==> config.mk <==
export PLATFORM = sky130hd
export DESIGN_NAME = i8cv_div
export DESIGN_NICKNAME = d
export VERILOG_FILES = /design/src/rtl/i8cv_pkg.sv /design/src/rtl/i8cv_div.sv
export SDC_FILE = /design/constraint.sdc
export NUM_CORES = 1
export LEC_CHECK = 0
export ABC_AREA = 1
export BUFFER_PORTS_ARGS = -buffer_cell sky130_fd_sc_hd__buf_2
export CAP_MARGIN = 20
export CORE_MARGIN = 2
export CORE_UTILIZATION = 55
export CTS_CLUSTER_DIAMETER = 150
export DETAILED_ROUTE_END_ITERATION = 16
export PLACE_DENSITY = 0.8
export SETUP_SLACK_MARGIN = 0.15
export SYNTH_ARGS = -nofsm -noshare
export SYNTH_HDL_FRONTEND = slang
export SYNTH_SLANG_ARGS = --single-unit
==> constraint.sdc <==
create_clock -name clk -period 2.6 [get_ports clk]
set_input_delay 0.52 -clock clk [delete_from_list [all_inputs] [get_ports clk]]
set_output_delay 0.52 -clock clk [all_outputs]
set_load 0.1 [all_outputs]
==> src/rtl/i8cv_pkg.sv <==
// Package for the int8 convolution engine: widths, codes, sequencer states
// and the request/response types of the shared divider. No dependencies.
`default_nettype none

package i8cv_pkg;

    // Default capacities of the on-chip stores.
    localparam int DEF_MAX_HEIGHT      = 32;
    localparam int DEF_MAX_WIDTH       = 32;
    localparam int DEF_MAX_IN_CHANNELS = 16;
    localparam int DEF_MAX_OUT_CHANNELS = 16;
    localparam int DEF_MAX_KERNEL      = 5;

    // Port widths.
    localparam int OP_W       = 2;
    localparam int IDX_W      = 15;
    localparam int VAL_W      = 8;
    localparam int SUM_W      = 24;
    localparam int STAT_W     = 2;
    localparam int CFG_IDX_W  = 3;
    localparam int CFG_DATA_W = 6;

    // Configuration register widths.
    localparam int W_IN_H   = 6;
    localparam int W_IN_W   = 6;
    localparam int W_IN_C   = 5;
    localparam int W_OUT_C  = 5;
    localparam int W_FILT_H = 3;
    localparam int W_FILT_W = 3;
    localparam int W_STEP   = 3;
    localparam int W_BORDER = 3;

    // Internal widths: saturated geometry, signed coordinates, store sizes,
    // signed address arithmetic, the divider and the product.
    localparam int GEO_W  = 11;
    localparam int CO_W   = 12;
    localparam int SIZE_W = 26;
    localparam int AD_W   = 28;
    localparam int DIV_W  = 16;
    localparam int PROD_W = 16;

    // Opcodes.
    localparam logic [OP_W-1:0] OP_WEIGHT  = 2'd0;
    localparam logic [OP_W-1:0] OP_FEATURE = 2'd1;
    localparam logic [OP_W-1:0] OP_OUTPUT  = 2'd2;

    // Result status codes.
    localparam logic [STAT_W-1:0] STAT_OK    = 2'd0;
    localparam logic [STAT_W-1:0] STAT_RANGE = 2'd1;
    localparam logic [STAT_W-1:0] STAT_GEOM  = 2'd2;

    // Configuration register indexes.
    localparam logic [CFG_IDX_W-1:0] CFG_IN_H   = 3'd0;
    localparam logic [CFG_IDX_W-1:0] CFG_IN_W   = 3'd1;
    localparam logic [CFG_IDX_W-1:0] CFG_IN_C   = 3'd2;
    localparam logic [CFG_IDX_W-1:0] CFG_OUT_C  = 3'd3;
    localparam logic [CFG_IDX_W-1:0] CFG_FILT_H = 3'd4;
    localparam logic [CFG_IDX_W-1:0] CFG_FILT_W = 3'd5;
    localparam logic [CFG_IDX_W-1:0] CFG_STEP   = 3'd6;
    localparam logic [CFG_IDX_W-1:0] CFG_BORDER = 3'd7;

    // Sequencer states.
    typedef enum logic [4:0] {
        ST_IDLE,
        ST_SIZE1,
        ST_SIZE2,
        ST_DISPATCH,
        ST_DIV_H,
        ST_DIV_W,
        ST_TOTAL1,
        ST_TOTAL2,
        ST_CHECK,
        ST_DIV_F,
        ST_DIV_P,
        ST_ORIGIN,
        ST_BASE1,
        ST_BASE2,
        ST_MAC,
        ST_DRAIN,
        ST_OUT
    } state_t;

    // Divider request and response.
    typedef struct packed {
        logic             start;
        logic [DIV_W-1:0] dividend;
        logic [DIV_W-1:0] divisor;
    } div_req_t;

    typedef struct packed {
        logic             done;
        logic [DIV_W-1:0] quotient;
        logic [DIV_W-1:0] remainder;
    } div_rsp_t;

endpackage

`default_nettype wire

==> src/rtl/i8cv_div.sv <==
// Restoring divider, one quotient bit per cycle, shared by the sequencer.
// Depends on i8cv_pkg for its width and request/response types.
`default_nettype none

module i8cv_div (
    input  wire logic               clk,
    input  wire logic               rst_n,
    input  wire i8cv_pkg::div_req_t req,
    output i8cv_pkg::div_rsp_t      rsp
);
    import i8cv_pkg::*;

    localparam int CNT_W = $clog2(DIV_W + 1);

    logic             busy_reg;
    logic             done_reg;
    logic [CNT_W-1:0] cnt_reg;
    logic [DIV_W-1:0] rem_reg;
    logic [DIV_W-1:0] quo_reg;
    logic [DIV_W-1:0] divisor_reg;

    logic [DIV_W:0]   shifted;
    logic [DIV_W+1:0] diff;
    logic             fits;

    // Trial subtraction of the divisor from the shifted partial remainder.
    always_comb
    begin
        shifted = {rem_reg, quo_reg[DIV_W-1]};
        diff    = {1'b0, shifted} - {2'b00, divisor_reg};
        fits    = !diff[DIV_W+1];
    end

    // Control: start loads the operands, then one step per cycle.
    always_ff @(posedge clk or negedge rst_n)
    begin
        if (!rst_n)
        begin
            busy_reg <= 1'b0;
            done_reg <= 1'b0;
            cnt_reg  <= '0;
        end
        else
        begin
            done_reg <= 1'b0;
            if (req.start)
            begin
                busy_reg <= 1'b1;
                cnt_reg  <= CNT_W'(DIV_W);
            end
            else if (busy_reg)
            begin
                cnt_reg <= cnt_reg - CNT_W'(1);
                if (cnt_reg == CNT_W'(1))
                begin
                    busy_reg <= 1'b0;
                    done_reg <= 1'b1;
                end
            end
        end
    end

    // Datapath: partial remainder and quotient shift register.
    always_ff @(posedge clk)
    begin
        if (req.start)
        begin
            rem_reg     <= '0;
            quo_reg     <= req.dividend;
            divisor_reg <= req.divisor;
        end
        else if (busy_reg)
        begin
            rem_reg <= fits ? diff[DIV_W-1:0] : shifted[DIV_W-1:0];
            quo_reg <= {quo_reg[DIV_W-2:0], fits};
        end
    end

    assign rsp.done      = done_reg;
    assign rsp.quotient  = quo_reg;
    assign rsp.remainder = rem_reg;

    // The sequencer must never restart the divider in the middle of a division.
    a_no_restart: assert property (@(posedge clk) disable iff (!rst_n)
        req.start |-> !busy_reg)
        else $error("divider restarted while busy");

endmodule

`default_nettype wire
==> flow_metrics.tcl <==
set metrics [dict create \
    place_ws_ps 415 \
    cap_violations 0 \
    synth.area.top_cells "edfxtp_1 (28%), nand2_1 (17%), dfxtp_1 (9.5%)" \
    initial_core_util_pct 57.0 \
    period_minus_slack_ps 2250 \
    rsz0062_at_grt "no" \
    grt_use_total_pct 23.8 \
    wl_per_cell_um 13.1 \
    syn_to_final_growth_pct 14.7 \
    io-pin-count 68 \
    finalSetupViolations 0 \
    cp_slowest_stage_delay_ps 460 \
    yosysWarnings 0 \
    place.gp.congestion 0.934 \
    ys_top_cells_by_count "nand2_1 (149), inv_1 (76), nand3_1 (42)" \
    antenna_left 0 \
    combinationalPowerShare_pct 63.1 \
    crit_slowest_cell "fa_1" \
    grt_max_degree 28 \
    power.density_nw_per_um2 1250 \
    synth.avg_cell_area_um2 7.72 \
    dieWidth_um 82.3 \
    mappedNetlistArea_um2 3380 \
    p_int_w 0.00211 \
    worst_pin_slew_ps 573 \
    drt-initial-drc-count 211 \
    slew_headroom_pct 61.8 \
    die_h_um 82.3 \
    antenna_found_initial 0 \
    first_pass_iters 5 \
    overflow 0 \
    post-synth-top-area-cell "edfxtp_1" \
    grt_pass1_wl_um 12400 \
    fp.dieArea_um2 6780 \
    post-synth-top-count-cell "nand2_1" \
    clockRootBuffer "clkbuf_8" \
    crit_arrival_ps 2470 \
    nets 560 \
    synth-edff-count 32 \
    crit_path_start_kind "register" \
    cts_tree "done" \
    async_flop_share_pct 12.7 \
    path_max_fanout 4 \
    crit_path_end_kind "register" \
    cts_setup_buffers 0 \
    critical_path_class "register to register" \
    hp-class "primary input to asynchronous set/reset pin" \
    p_leak_nw 2.12 \
    ctsResizeCount 0 \
    critPathRequiredTime_ps 2820 \
    clock-sinks 55 \
    grt_pass1_vias 2761 \
    vias 2986 \
    dpl.hpwl_um 5810 \
    cpMostUsedCell "nand2_1" \
    clkSlewWorstSetupHoldPaths_ps 110 \
    core_um2 5920 \
    crit_buf_inv 2 \
    ctsHoldBuffers 0 \
    route.detailed.drc 0 \
    peakVddDrop_v 0.000705 \
    worst_slack_ps 350 \
    post-route-period-util_pct 86.6 \
    insertedDiodeCount 0 \
    max_freq_mhz 444 \
    rows 28 \
    hold_violations 0 \
    skew_ps 10.5 \
    synthCells 437 \
    cts_buffer_depth 2 \
    portBuffers 67 \
    swShare_pct 56.4 \
    ys_ff_latch 55 \
    utilization_pct 65.4 \
    p_clk_share_pct 10.6 \
    yosysUniqueCellTypes 36 \
    p_switching_w 0.00273 \
    cts_made_buffers 5 \
    ys_seq_area_share_pct 43.1 \
    cts_htree_levels 2 \
    viasPerCell 5.13 \
    insertion_delay_ps 320 \
    final.setup.tns_ps 0 \
    worstPathCellList "inv_1 -> ha_1 -> inv_1 -> fa_1 -> nand3_1 -> nand3_1 -> nand2_1 -> nand2_1 -> nand2_1 -> nand2_1 -> nand2_1 -> nand3_2 -> nand2_1 -> nand2_1" \
    p_seq_share_pct 26.3 \
    critPathTopFamily "simple AND/OR/NAND/NOR gates" \
    drv_slew 0 \
    syn_nets 491 \
    synth_top_area_share_pct 28.5 \
    wl_um 7630 \
    synth_flop_cell "edfxtp_1" \
    status "finished, final reports clean" \
    drive_above_1_share_pct 20.7 \
]
-- layout make-up --
type,count,area [µm²]
clock inverters,3,27.5
multi-input cells,295,1560
repair buffers,72,373
fillers,527,2050
well taps,75,93.8
clock buffers,5,68.8
inverters,77,289
flip-flops and latches,55,1460
-- path summary, 6_finish.rpt --
kind | from | endpoint | slack, ps | cells past startpoint
worst max-delay path | quo_reg[15] | rem_reg[14] | 350 | 14
worst min-delay path | rst_n | cnt_reg[4] | 9 | 1
worst max register to register | quo_reg[15] | rem_reg[14] | 350 | 14
worst min register to register | cnt_reg[3] | cnt_reg[3] | 470 | 1
max in group asynchronous | rst_n | busy_reg | 2440 | 1
min in group clk | req[7] | divisor_reg[7] | 370 | 1
-- kinds of logic after synthesis --
logic type	synth area share (%)
adders and majority gates	7.26
buffers and inverters	10.6
AOI/OAI and AO/OA	4.71
DFF	43.1
xor gates and xnor gates	1.82
and+or+nand+nor	32.4
-- per-layer routing --
metal	vias up	part of all wire, %	track usage (%)
met3	8	4.6	3.91
met2	82	47	38.1
met4	0	1.2	6.67
li1	1525	-	-
met1	1371	47	33.2
met5	-	0	0
-- layout by cell type (no fill, tap or decap) --
cell,Yosys,routed
nor3_1,1,1
and2_1,2,2
a31oi_1,1,1
inv_2,1,1
buf_4,2,5
nand4_1,6,6
dfrtp_1,7,7
inv_8,0,1
and2_4,1,1
xor2_1,2,2
nand2_2,3,3
nor3_4,1,1
nor2_2,3,3
o21ai_0,8,8
inv_1,76,76
clkinvlp_4,0,1
nand2_1,149,149
nor4_1,1,1
nand2_4,2,2
dfxtp_1,16,13
nand3_2,9,9
or2_2,1,1
o21ai_1,6,6
a21oi_1,12,12
dfxtp_2,0,3
xnor2_1,5,5
inv_6,0,1
a21oi_4,1,1
o22ai_1,1,1
buf_2,1,67
ha_1,18,18
fa_1,1,1
nor2_1,16,16
clkbuf_8,0,5
nand3_1,42,42
edfxtp_1,32,32
nand3b_1,3,3
-- per-stage QoR --
step	total power, W	hold WS [ps]	area (µm²)	std cells
floorplan	0.00384	224	3380	437
global placement	0.00427	356	3780	574
detailed placement	0.00433	357	3780	574
CTS	0.00485	4.27	3870	582
global route	0.00518	11.1	3870	582
finish	0.00485	8.56	3870	582
-- power by group through the flow --
stage | combinational (W) | sequential [W] | clock, W
2_1_floorplan | 0.00152 | 0.00232 | 0
6_report | 0.00305 | 0.00128 | 0.000514
5_1_grt | 0.00333 | 0.00130 | 0.000552
3_5_place_dp | 0.00303 | 0.00129 | 0
4_1_cts | 0.00304 | 0.00127 | 0.000526
3_3_place_gp | 0.00299 | 0.00128 | 0
(Power assumes the default switching activity.)
