### src/rtl/i8cv_ram.sv
// Generic single-write, single-read synchronous RAM with a registered read.
// No dependencies.
`default_nettype none

module i8cv_ram #(
    parameter int WIDTH  = 8,
    parameter int DEPTH  = 16,
    parameter int ADDR_W = (DEPTH > 1) ? $clog2(DEPTH) : 1
) (
    input  wire logic              clk,
    input  wire logic              we,
    input  wire logic [ADDR_W-1:0] waddr,
    input  wire logic [WIDTH-1:0]  wdata,
    input  wire logic [ADDR_W-1:0] raddr,
    output logic      [WIDTH-1:0]  rdata
);

    logic [WIDTH-1:0] mem_reg [DEPTH];
    logic [WIDTH-1:0] rdata_reg;

    // Write port and registered read port.
    always_ff @(posedge clk)
    begin
        if (we)
        begin
            mem_reg[waddr] <= wdata;
        end
        rdata_reg <= mem_reg[raddr];
    end

    assign rdata = rdata_reg;

endmodule

`default_nettype wire

### config.mk
export PLATFORM = sky130hd
export DESIGN_NAME = i8cv_ram
export DESIGN_NICKNAME = d
export VERILOG_FILES = /design/src/rtl/i8cv_ram.sv
export SDC_FILE = /design/constraint.sdc
export NUM_CORES = 1
export LEC_CHECK = 0
export BUFFER_PORTS_ARGS = -buffer_cell sky130_fd_sc_hd__buf_2
export CAP_MARGIN = 25
export CELL_PAD_IN_SITES_DETAIL_PLACEMENT = 1
export CELL_PAD_IN_SITES_GLOBAL_PLACEMENT = 1
export CORE_MARGIN = 4
export CORE_UTILIZATION = 45
export DETAILED_ROUTE_END_ITERATION = 8
export PLACE_DENSITY = 0.78
export SLEW_MARGIN = 20
export SYNTH_ARGS = -nofsm -noshare
export SYNTH_HDL_FRONTEND = slang
export SYNTH_SLANG_ARGS = --single-unit
### constraint.sdc
create_clock -name clk -period 3.95 [get_ports clk]
set_input_delay 1.185 -clock clk [delete_from_list [all_inputs] [get_ports clk]]
set_output_delay 1.185 -clock clk [all_outputs]
set_load 0.02 [all_outputs]
==> impl_metrics.toml, run 1 <==
[synth]
syn_area_per_cell_um2 = 22.5
synth_nets = 247
synth.cell_area_mm2 = 0.00515
yosysTopAreaCellShare_pct = 74.7
synth_ff_type = "edfxtp_1"
synth.distinct_cells = 19
yosysMostFrequentCell = "edfxtp_1"
yosys-top-cells-count = "edfxtp_1, mux4_2, a22oi_1, mux4_1, nor2_1"
synth_edf_count = 128
synth_area_leader_cell = "edfxtp_1"
ys_seq_area_share_pct = 77.8
ys_top_cells_by_area = "edfxtp_1, mux4_2, mux4_1, dfxtp_1, a22oi_1"
synth_cells = 229
yosysWarnings = 0
ys_ff_latch = 136
ys_async_sr_fraction_pct = 0

[placement]
dp_cells = 396
place_congestion = 0.740
place_area_mm2 = 0.00546
port_buffers = 25
dp_hpwl_mm = 6.81

[finish]
layout-drive-gt1-share_pct = 30.7
antenna_cells = 0
stdcell_area_mm2 = 0.00611
largest_register_ffs = 128
layout.nets = 295
synthToLayoutAreaGrowth_pct = 18.6
final_cell_count_no_fill = 430

[detailed_routing]
wl_met1_mm = 4.95
firstDrtPassIters = 4
ant_nets = 0
dr_wl_met2_mm = 5.30
vias = 2455
wl_met3_um = 487
routed_via_density = 5.71
routedWlPerCell_um = 25.4
wl_mm = 10.9
route.detailed.drc = 0
drt-initial-drc-count = 231
top_layer = "met4"

[hold_path]
holdPathStages = 3
min_path_type = "reg2reg"
hp-start = "mem_reg[11][3]"
holdPathEnd = "rdata[3]"

[power]
p_comb_share_pct = 4.6
p_leak_nw = 2.07
sw_frac_of_total_pct = 20.5
peakVddDrop_v = 0.000452
pwr-share-clk_pct = 48.2
seqPwrFrac_pct = 47.2
switchingPower_uw = 705
p_total_mw = 3.44
powerDensity_mw_per_mm2 = 563
p_int_mw = 2.74

[die]
start_util_pct = 46.7
rows = 38
core-area_mm2 = 0.0110
io_pins = 26
die_y_um = 115
die_x_um = 115
die_area_mm2 = 0.0132

[global_route]
grt_usage_pct = 18.1
grt_first_pass_wirelength_mm = 16.5
gr-total-overflow = 0
antenna_found_initial = 0
grt_pass1_vias = 2575
grt_max_degree = 33

[outcome]
status = "completed"

[timing]
clock.fmax_mhz = 423
min_period_ns = 2.36
hold_violations = 0
worstMarginPinSlew_ns = 0.972
finalCritPeriodShare_pct = 59.9
slew_violations = 0
relSlewSlack_pct = 35.0
setup_tns_ns = 0
finalSetupViolCount = 0
finClkSkew_ns = 0.00754
grt_setup_unrepaired = "no"

[setup_path]
r2r_end = "rdata[3]"
path_buf_inv = 2
critPathKind = "in2reg"
path_max_fanout = 5
path_cells = "buf_2 -> nand3b_1 -> nor3_1 -> buf_4"
rr_startpoint = "mem_reg[1][3]"
start_kind = "primary input"
slowest_delay_ns = 0.65
slowest_stage = "nor3_1"
path_delay_family = "simple AND/OR/NAND/NOR gates"
critPathRequiredTime_ns = 4.07
arrival_ns = 2.49
reg2reg_slack_ns = 2.56
rr_worst_depth = 3
end_kind = "register"

[cts]
insertion_delay_ns = 0.42
cts.reportedPaths.clkPinSlew_ns = 0.06
ctsResizeCount = 0
cts.sinks = 136
cts_buffer_depth = 2
root_buffer = "clkbuf_16"
cts_tree = "built"
cts_buffers = 17
postCtsSetupRepairBufs = 0
cts-htree-levels = 4
postCtsHoldBufs = 0

[job]
drv_cap = 0
[layout by cell type (no fill, tap or decap), drive strengths merged]
cell type  count
nand3b         2
or3b           1
nor2          13
nor3           4
dfxtp          8
inv            2
mux4          32
clkinvlp       4
nand2          9
clkinv         4
nor2b          1
buf           39
clkbuf        18
nand3          1
and2           1
nand2b         2
edfxtp       128
and2b          1
bufinv         4
a22oi         16
[power by group through the flow]
stage                     combinational (mW)  clock, mW  sequential [mW]
after global placement                 0.154          0             1.65
after CTS                              0.160       1.68             1.62
after floorplan                       0.0819          0             1.66
after detailed placement               0.159          0             1.65
final                                  0.158       1.66             1.62
after global routing                   0.173       1.76             1.63
[worst reg2reg max path: cells and delay by family (launching register included)]
family             cells  cell delay (ns)
muxes                  1             0.56
DFF                    1             0.38
AOI/OAI and AO/OA      1             0.27
and+or+nand+nor        1             0.08
[per-layer routing]
layer  track usage (%)  vias up
met1              25.4     1310
met2              27.5       62
met4              6.26        0
met3              5.47       11
li1                  -     1072
met5                 0        -
[metrics by stage]
| step | utilization (%) | setup slack [ns] | hold slack, ns |
|---|---|---|---|
| 4_1_cts | 55.2 | 1.56 | 0.679 |
| 3_5_place_dp | 49.5 | 1.15 | 0.665 |
| 6_report | 55.4 | 1.59 | 0.672 |
| 3_3_place_gp | 49.5 | 1.18 | 0.655 |
| 5_1_grt | 55.4 | 1.54 | 0.717 |
| 2_1_floorplan | - | 1.27 | 0.629 |
[final cells by class]
class,instances,area (µm²)
fill,977,4920
sequential,136,4000
multi-input combinational,83,1060
clock buffer,18,429
timing repair buffer,39,243
clock inverter,14,199
tap,140,175
[how the worst max path moves through the flow]
stage,startpoint,to,slack [ns],cells after the start
2_1_floorplan,waddr[2],mem_reg[0][0],1.27,2
3_3_place_gp,waddr[3],mem_reg[5][7],1.18,3
3_5_place_dp,waddr[3],mem_reg[5][4],1.15,3
4_1_cts,waddr[3],mem_reg[4][7],1.56,4
5_1_grt,waddr[3],mem_reg[4][7],1.54,4
6_report,waddr[3],mem_reg[4][4],1.59,4
[kinds of logic (layout without fill, tap and decap cells)]
| logic type | Yosys count | after routing | share of synthesized area [%] |
|---|---|---|---|
| muxes | 32 | 32 | 15.0 |
| AOI/OAI and AO/OA | 16 | 16 | 2.33 |
| buffers and inverters | 10 | 71 | 1.68 |
| and+or+nand+nor | 35 | 35 | 3.18 |
| DFF | 136 | 136 | 77.8 |
No activity file was read; power rests on OpenSTA's default activity.
==> inputs of run 2 (changes only) <==
--- a/config.mk
+++ b/config.mk
@@ -5,14 +5,15 @@
 export SDC_FILE = /design/constraint.sdc
 export NUM_CORES = 1
 export LEC_CHECK = 0
+export ABC_AREA = 1
 export BUFFER_PORTS_ARGS = -buffer_cell sky130_fd_sc_hd__buf_2
 export CAP_MARGIN = 25
 export CELL_PAD_IN_SITES_DETAIL_PLACEMENT = 1
 export CELL_PAD_IN_SITES_GLOBAL_PLACEMENT = 1
 export CORE_MARGIN = 4
-export CORE_UTILIZATION = 45
+export CORE_UTILIZATION = 44
 export DETAILED_ROUTE_END_ITERATION = 8
-export PLACE_DENSITY = 0.78
+export PLACE_DENSITY = 0.85
 export SLEW_MARGIN = 20
 export SYNTH_ARGS = -nofsm -noshare
 export SYNTH_HDL_FRONTEND = slang
==> constraint.sdc (replaced) <==
create_clock -name clk -period 2 [get_ports clk]
set_input_delay 0.6 -clock clk [delete_from_list [all_inputs] [get_ports clk]]
set_output_delay 0.6 -clock clk [all_outputs]
set_load 0.02 [all_outputs]
==> impl_metrics.toml, run 2 <==
[cts]
cts.reportedPaths.clkPinSlew_ns = 0.06
cts-htree-levels = 4
postCtsSetupRepairBufs = 0
cts_buffer_depth = 2
postCtsHoldBufs = 0
cts_buffers = 17
insertion_delay_ns = 0.43
cts_tree = "built"
ctsResizeCount = 0
cts.sinks = 136
root_buffer = "clkbuf_16"

[die]
core-area_mm2 = 0.0127
die_area_mm2 = 0.0150
rows = 41
die_x_um = 122
start_util_pct = 45.3
io_pins = 26
die_y_um = 122

[timing]
finClkSkew_ns = 0.00783
clock.fmax_mhz = 644
setup_tns_ns = 0
hold_violations = 0
finalSetupViolCount = 0
fin_ws_ns = 0.447
worstMarginPinSlew_ns = 0.567
slew_violations = 0
grt_setup_unrepaired = "no"
hold_ws_ns = 0.558
relSlewSlack_pct = 62.2
min_period_ns = 1.55
finalCritPeriodShare_pct = 77.6

[synth]
syn_area_per_cell_um2 = 10.5
yosysWarnings = 0
ys_async_sr_fraction_pct = 0
synth.cell_area_mm2 = 0.00577
ys_top_cells_by_area = "edfxtp_1, nand2_1, nand3_1, inv_1, dfxtp_1"
synth_nets = 569
yosysMostFrequentCell = "nand2_1"
ys_ff_latch = 136
ys_seq_area_share_pct = 69.4
yosysTopAreaCellShare_pct = 66.7
synth_area_leader_cell = "edfxtp_1"
yosys-top-cells-count = "nand2_1, edfxtp_1, inv_1, nand3_1, nor2_1"
synth_edf_count = 128
synth_ff_type = "edfxtp_1"
synth_cells = 551
synth.distinct_cells = 12

[detailed_routing]
vias = 4057
firstDrtPassIters = 4
ant_nets = 0
route.detailed.drc = 0
drt-initial-drc-count = 383
wl_mm = 15.4
routed_via_density = 5.20
routedWlPerCell_um = 19.8

[placement]
dp_hpwl_mm = 9.57
post-place-ws_ns = 0.167
place_congestion = 0.833
port_buffers = 25

[finish]
layout_commonest_cell = "nand2_1"
layout_common_cells = "nand2_1, edfxtp_1, inv_1"
largest_register_ffs = 128
layout-drive-gt1-share_pct = 13.0
synthToLayoutAreaGrowth_pct = 16.6
layout.nets = 613
antenna_cells = 0

[setup_path]
cp-startpoint = "rdata[3]"
path_cells = "buf_2"
path_delay_family = "flip-flops"
slowest_delay_ns = 0.35
rr_worst_depth = 6
start_kind = "register"
reg2reg_slack_ns = 0.92
end_kind = "output port"
rr_startpoint = "mem_reg[1][1]"
slowest_stage = "dfxtp_1"
critPathRequiredTime_ns = 1.40
crit_cells = 1
critPathKind = "reg2out"
path_max_fanout = 1
arrival_ns = 0.95
path_buf_inv = 1
r2r_end = "rdata[1]"

[hold_path]
holdPathStages = 3
holdPathEnd = "rdata[4]"
min_path_type = "in2reg"
hp-start = "raddr[3]"

[power]
seqPwrFrac_pct = 48.2
peakVddDrop_v = 0.000516
pwr-share-clk_pct = 45.1
p_int_mw = 5.19
sw_frac_of_total_pct = 22.0
powerDensity_mw_per_mm2 = 989
p_leak_nw = 2.93
switchingPower_mw = 1.46
p_comb_share_pct = 6.6

[global_route]
grt_usage_pct = 22.2
grt_max_degree = 33
gr-total-overflow = 0
grt_first_pass_wirelength_mm = 24.0
antenna_found_initial = 0
grt_pass1_vias = 4274

[outcome]
status = "completed"

[job]
drv_cap = 0
## run 2: cell types whose count changed after synthesis, sizes merged, moves of 2 or more
cell	delta
a22oi	-16
buf	+17
clkdlybuf4s25	-3
inv	+102
mux4	-32
nand2	+164
nand2b	-2
nand3	+96
nor2	+4
nor3	-4
## run 2: logic make-up (layout without fill, tap and decap cells)
kind of cell	count (synthesis)	count (layout)	synth area share [%]
DFF	136	136	69.4
and+or+nand+nor	289	289	21.0
buffers and inverters	126	183	9.52
## run 2: final cells by class
| type | instances | area [µm²] |
|---|---|---|
| Fill cell | 1421 | 6000 |
| Timing Repair Buffer | 49 | 343 |
| Multi-Input combinational cell | 289 | 1210 |
| Clock inverter | 10 | 101 |
| Tap cell | 172 | 215 |
| Clock buffer | 22 | 464 |
| Inverter | 102 | 383 |
| Sequential cell | 136 | 4000 |
## run 2: power groups by stage
| stage | Clock, mW | Sequential [mW] | Combinational (mW) |
|---|---|---|---|
| global placement | 0 | 3.26 | 0.413 |
| global route | 3.18 | 3.21 | 0.481 |
| detailed placement | 0 | 3.27 | 0.433 |
| CTS | 3.04 | 3.21 | 0.441 |
| floorplan | 0 | 3.28 | 0.225 |
| finish | 3.00 | 3.21 | 0.441 |
## run 2: worst max path at each step
stage	to	slack, ns
2_1_floorplan	mem_reg[10][0]	0.45
3_3_place_gp	rdata[6]	0.17
3_5_place_dp	rdata[7]	0.17
4_1_cts	rdata[3]	0.43
5_1_grt	rdata[3]	0.42
6_report	rdata[3]	0.45
## run 2: routing by layer
metal | GRT usage, % | wire [µm] | vias to the layer above
met2 | 37.0 | 7800 | 115
met3 | 5.53 | 811 | 36
met1 | 26.2 | 6190 | 2048
met4 | 12.5 | 622 | 0
met5 | 0 | 0 | -
li1 | - | - | 1858
## run 2: through the flow
| step | instances | area [µm²] | power, mW | util [%] |
|---|---|---|---|---|
| 2_1_floorplan | 551 | 5770 | 3.51 | - |
| 3_3_place_gp | 748 | 6160 | 3.67 | 48.4 |
| 3_5_place_dp | 748 | 6160 | 3.70 | 48.4 |
| 4_1_cts | 780 | 6720 | 6.69 | 52.9 |
| 5_1_grt | 780 | 6720 | 6.87 | 52.9 |
| 6_report | 780 | 6720 | 6.65 | 52.9 |
## run 2: worst min-delay path: cells and delay by family
kind | cells | cell delay [ns]
buffers and inverters | 1 | 0.18
and+or+nand+nor | 2 | 0.15
==> inputs of run 3 (changes only) <==
--- a/config.mk
+++ b/config.mk
@@ -11,9 +11,9 @@
 export CELL_PAD_IN_SITES_DETAIL_PLACEMENT = 1
 export CELL_PAD_IN_SITES_GLOBAL_PLACEMENT = 1
 export CORE_MARGIN = 4
-export CORE_UTILIZATION = 44
+export CORE_UTILIZATION = 45
 export DETAILED_ROUTE_END_ITERATION = 8
-export PLACE_DENSITY = 0.85
+export PLACE_DENSITY = 0.84
 export SLEW_MARGIN = 20
 export SYNTH_ARGS = -nofsm -noshare
 export SYNTH_HDL_FRONTEND = slang
==> constraint.sdc (replaced) <==
create_clock -name clk -period 1.5 [get_ports clk]
set_input_delay 0.45 -clock clk [delete_from_list [all_inputs] [get_ports clk]]
set_output_delay 0.45 -clock clk [all_outputs]
set_load 0.02 [all_outputs]
==> impl_metrics.toml, run 3 (synthesis results as in run 2) <==
[outcome]
status = "completed"

[power]
p_comb_share_pct = 6.9
sw_frac_of_total_pct = 21.6
p_leak_nw = 3.01
switchingPower_mw = 1.93
seqPwrFrac_pct = 47.8
p_total_mw = 8.95
p_int_mw = 7.02
powerDensity_mw_per_mm2 = 1310
pwr-share-clk_pct = 45.3
peakVddDrop_v = 0.000788

[timing]
clock.fmax_mhz = 707
finalSetupViolCount = 0
hold_violations = 0
worstMarginPinSlew_ns = 0.388
slew_violations = 0
grt_setup_unrepaired = "no"
min_period_ns = 1.42
hold_ws_ns = 0.419
finClkSkew_ns = 0.00467
finalCritPeriodShare_pct = 94.3
relSlewSlack_pct = 74.1

[global_route]
antenna_found_initial = 0
gr-total-overflow = 0
grt_first_pass_wirelength_mm = 23.7
grt_usage_pct = 22.3
grt_max_degree = 33
grt_pass1_vias = 4325

[finish]
layout.nets = 622
layout_commonest_cell = "nand2_1"
layout-drive-gt1-share_pct = 14.1
synthToLayoutAreaGrowth_pct = 18.9
final_util_pct = 54.6
stdcell_area_mm2 = 0.00686
layout_common_cells = "nand2_1, edfxtp_1, inv_1"
antenna_cells = 0
final_cell_count_no_fill = 789
largest_register_ffs = 128

[die]
io_pins = 26
start_util_pct = 45.9
die_y_um = 121
rows = 41
die_x_um = 121
core-area_mm2 = 0.0126
die_area_mm2 = 0.0147

[job]
drv_cap = 0

[placement]
dp_cells = 757
place_congestion = 0.820
dp_hpwl_mm = 10.2
place_area_mm2 = 0.00629
port_buffers = 25

[detailed_routing]
route.detailed.drc = 0
wl_mm = 15.2
drt-initial-drc-count = 247
routed_via_density = 5.11
firstDrtPassIters = 5
vias = 4034
ant_nets = 0
routedWlPerCell_um = 19.3

[setup_path]
arrival_ns = 0.97
path_cells = "buf_2"
start_kind = "register"
path_max_fanout = 1
critPathRequiredTime_ns = 1.05
slowest_delay_ns = 0.36
end_kind = "output port"
critPathKind = "reg2out"
path_buf_inv = 1
path_delay_family = "flip-flops"
slowest_stage = "dfxtp_1"

[cts]
cts_buffer_depth = 2
cts_buffers = 17
ctsResizeCount = 0
postCtsSetupRepairBufs = 0
insertion_delay_ns = 0.42
cts_tree = "built"
cts-htree-levels = 4
cts.sinks = 136
root_buffer = "clkbuf_16"
cts.reportedPaths.clkPinSlew_ns = 0.05
postCtsHoldBufs = 0

[hold_path]
min_path_type = "in2reg"
run 3: changes by cell type in the layout (fill, tap and decap cells not counted):
cell and change:
bufinv_16 +1, buf_12 +5, clkinv_2 +1, buf_4 +4, clkinvlp_4 -1, clkinv_1 +1
clkbuf_8 -2
run 3: through the flow:
stage,setup slack [ns],TNS [ns]
floorplan,0.0992,0
global placement,-0.0220,-0.0220
detailed placement,-0.0723,-0.331
CTS,0.0621,0
global route,0.0646,0
finish,0.0850,0
run 3: worst paths after layout:
check	cells past startpoint	start	endpoint	slack, ns
max reg2reg	6	mem_reg[2][7]	rdata[7]	0.42
max	1	rdata[3]	rdata[3]	0.08
min	4	raddr[2]	rdata[2]	0.42
min reg2reg	6	mem_reg[14][4]	rdata[4]	0.67
run 3: layout make-up:
| class | instances | area (µm²) |
|---|---|---|
| Timing Repair Buffer | 58 | 473 |
| Fill cell | 1355 | 5710 |
| Clock inverter | 12 | 133 |
| Inverter | 102 | 383 |
| Clock buffer | 20 | 437 |
| Tap cell | 172 | 215 |
| Sequential cell | 136 | 4000 |
| Multi-Input combinational cell | 289 | 1210 |
run 3: metal layers:
layer / global-route usage [%] / share of wire, % / up-vias
li1: - / - / 1878
met3: 4.24 / 3.9 / 34
met1: 26.4 / 41 / 2016
met2: 38.6 / 52 / 106
met4: 11.5 / 3.6 / 0
met5: 0 / 0 / -
run 3: power by group through the flow:
stage / Clock [mW] / Combinational (mW) / Sequential (mW)
floorplan: 0 / 0.300 / 4.38
global placement: 0 / 0.585 / 4.35
detailed placement: 0 / 0.622 / 4.36
CTS: 4.10 / 0.629 / 4.28
global route: 4.28 / 0.683 / 4.29
finish: 4.05 / 0.622 / 4.28
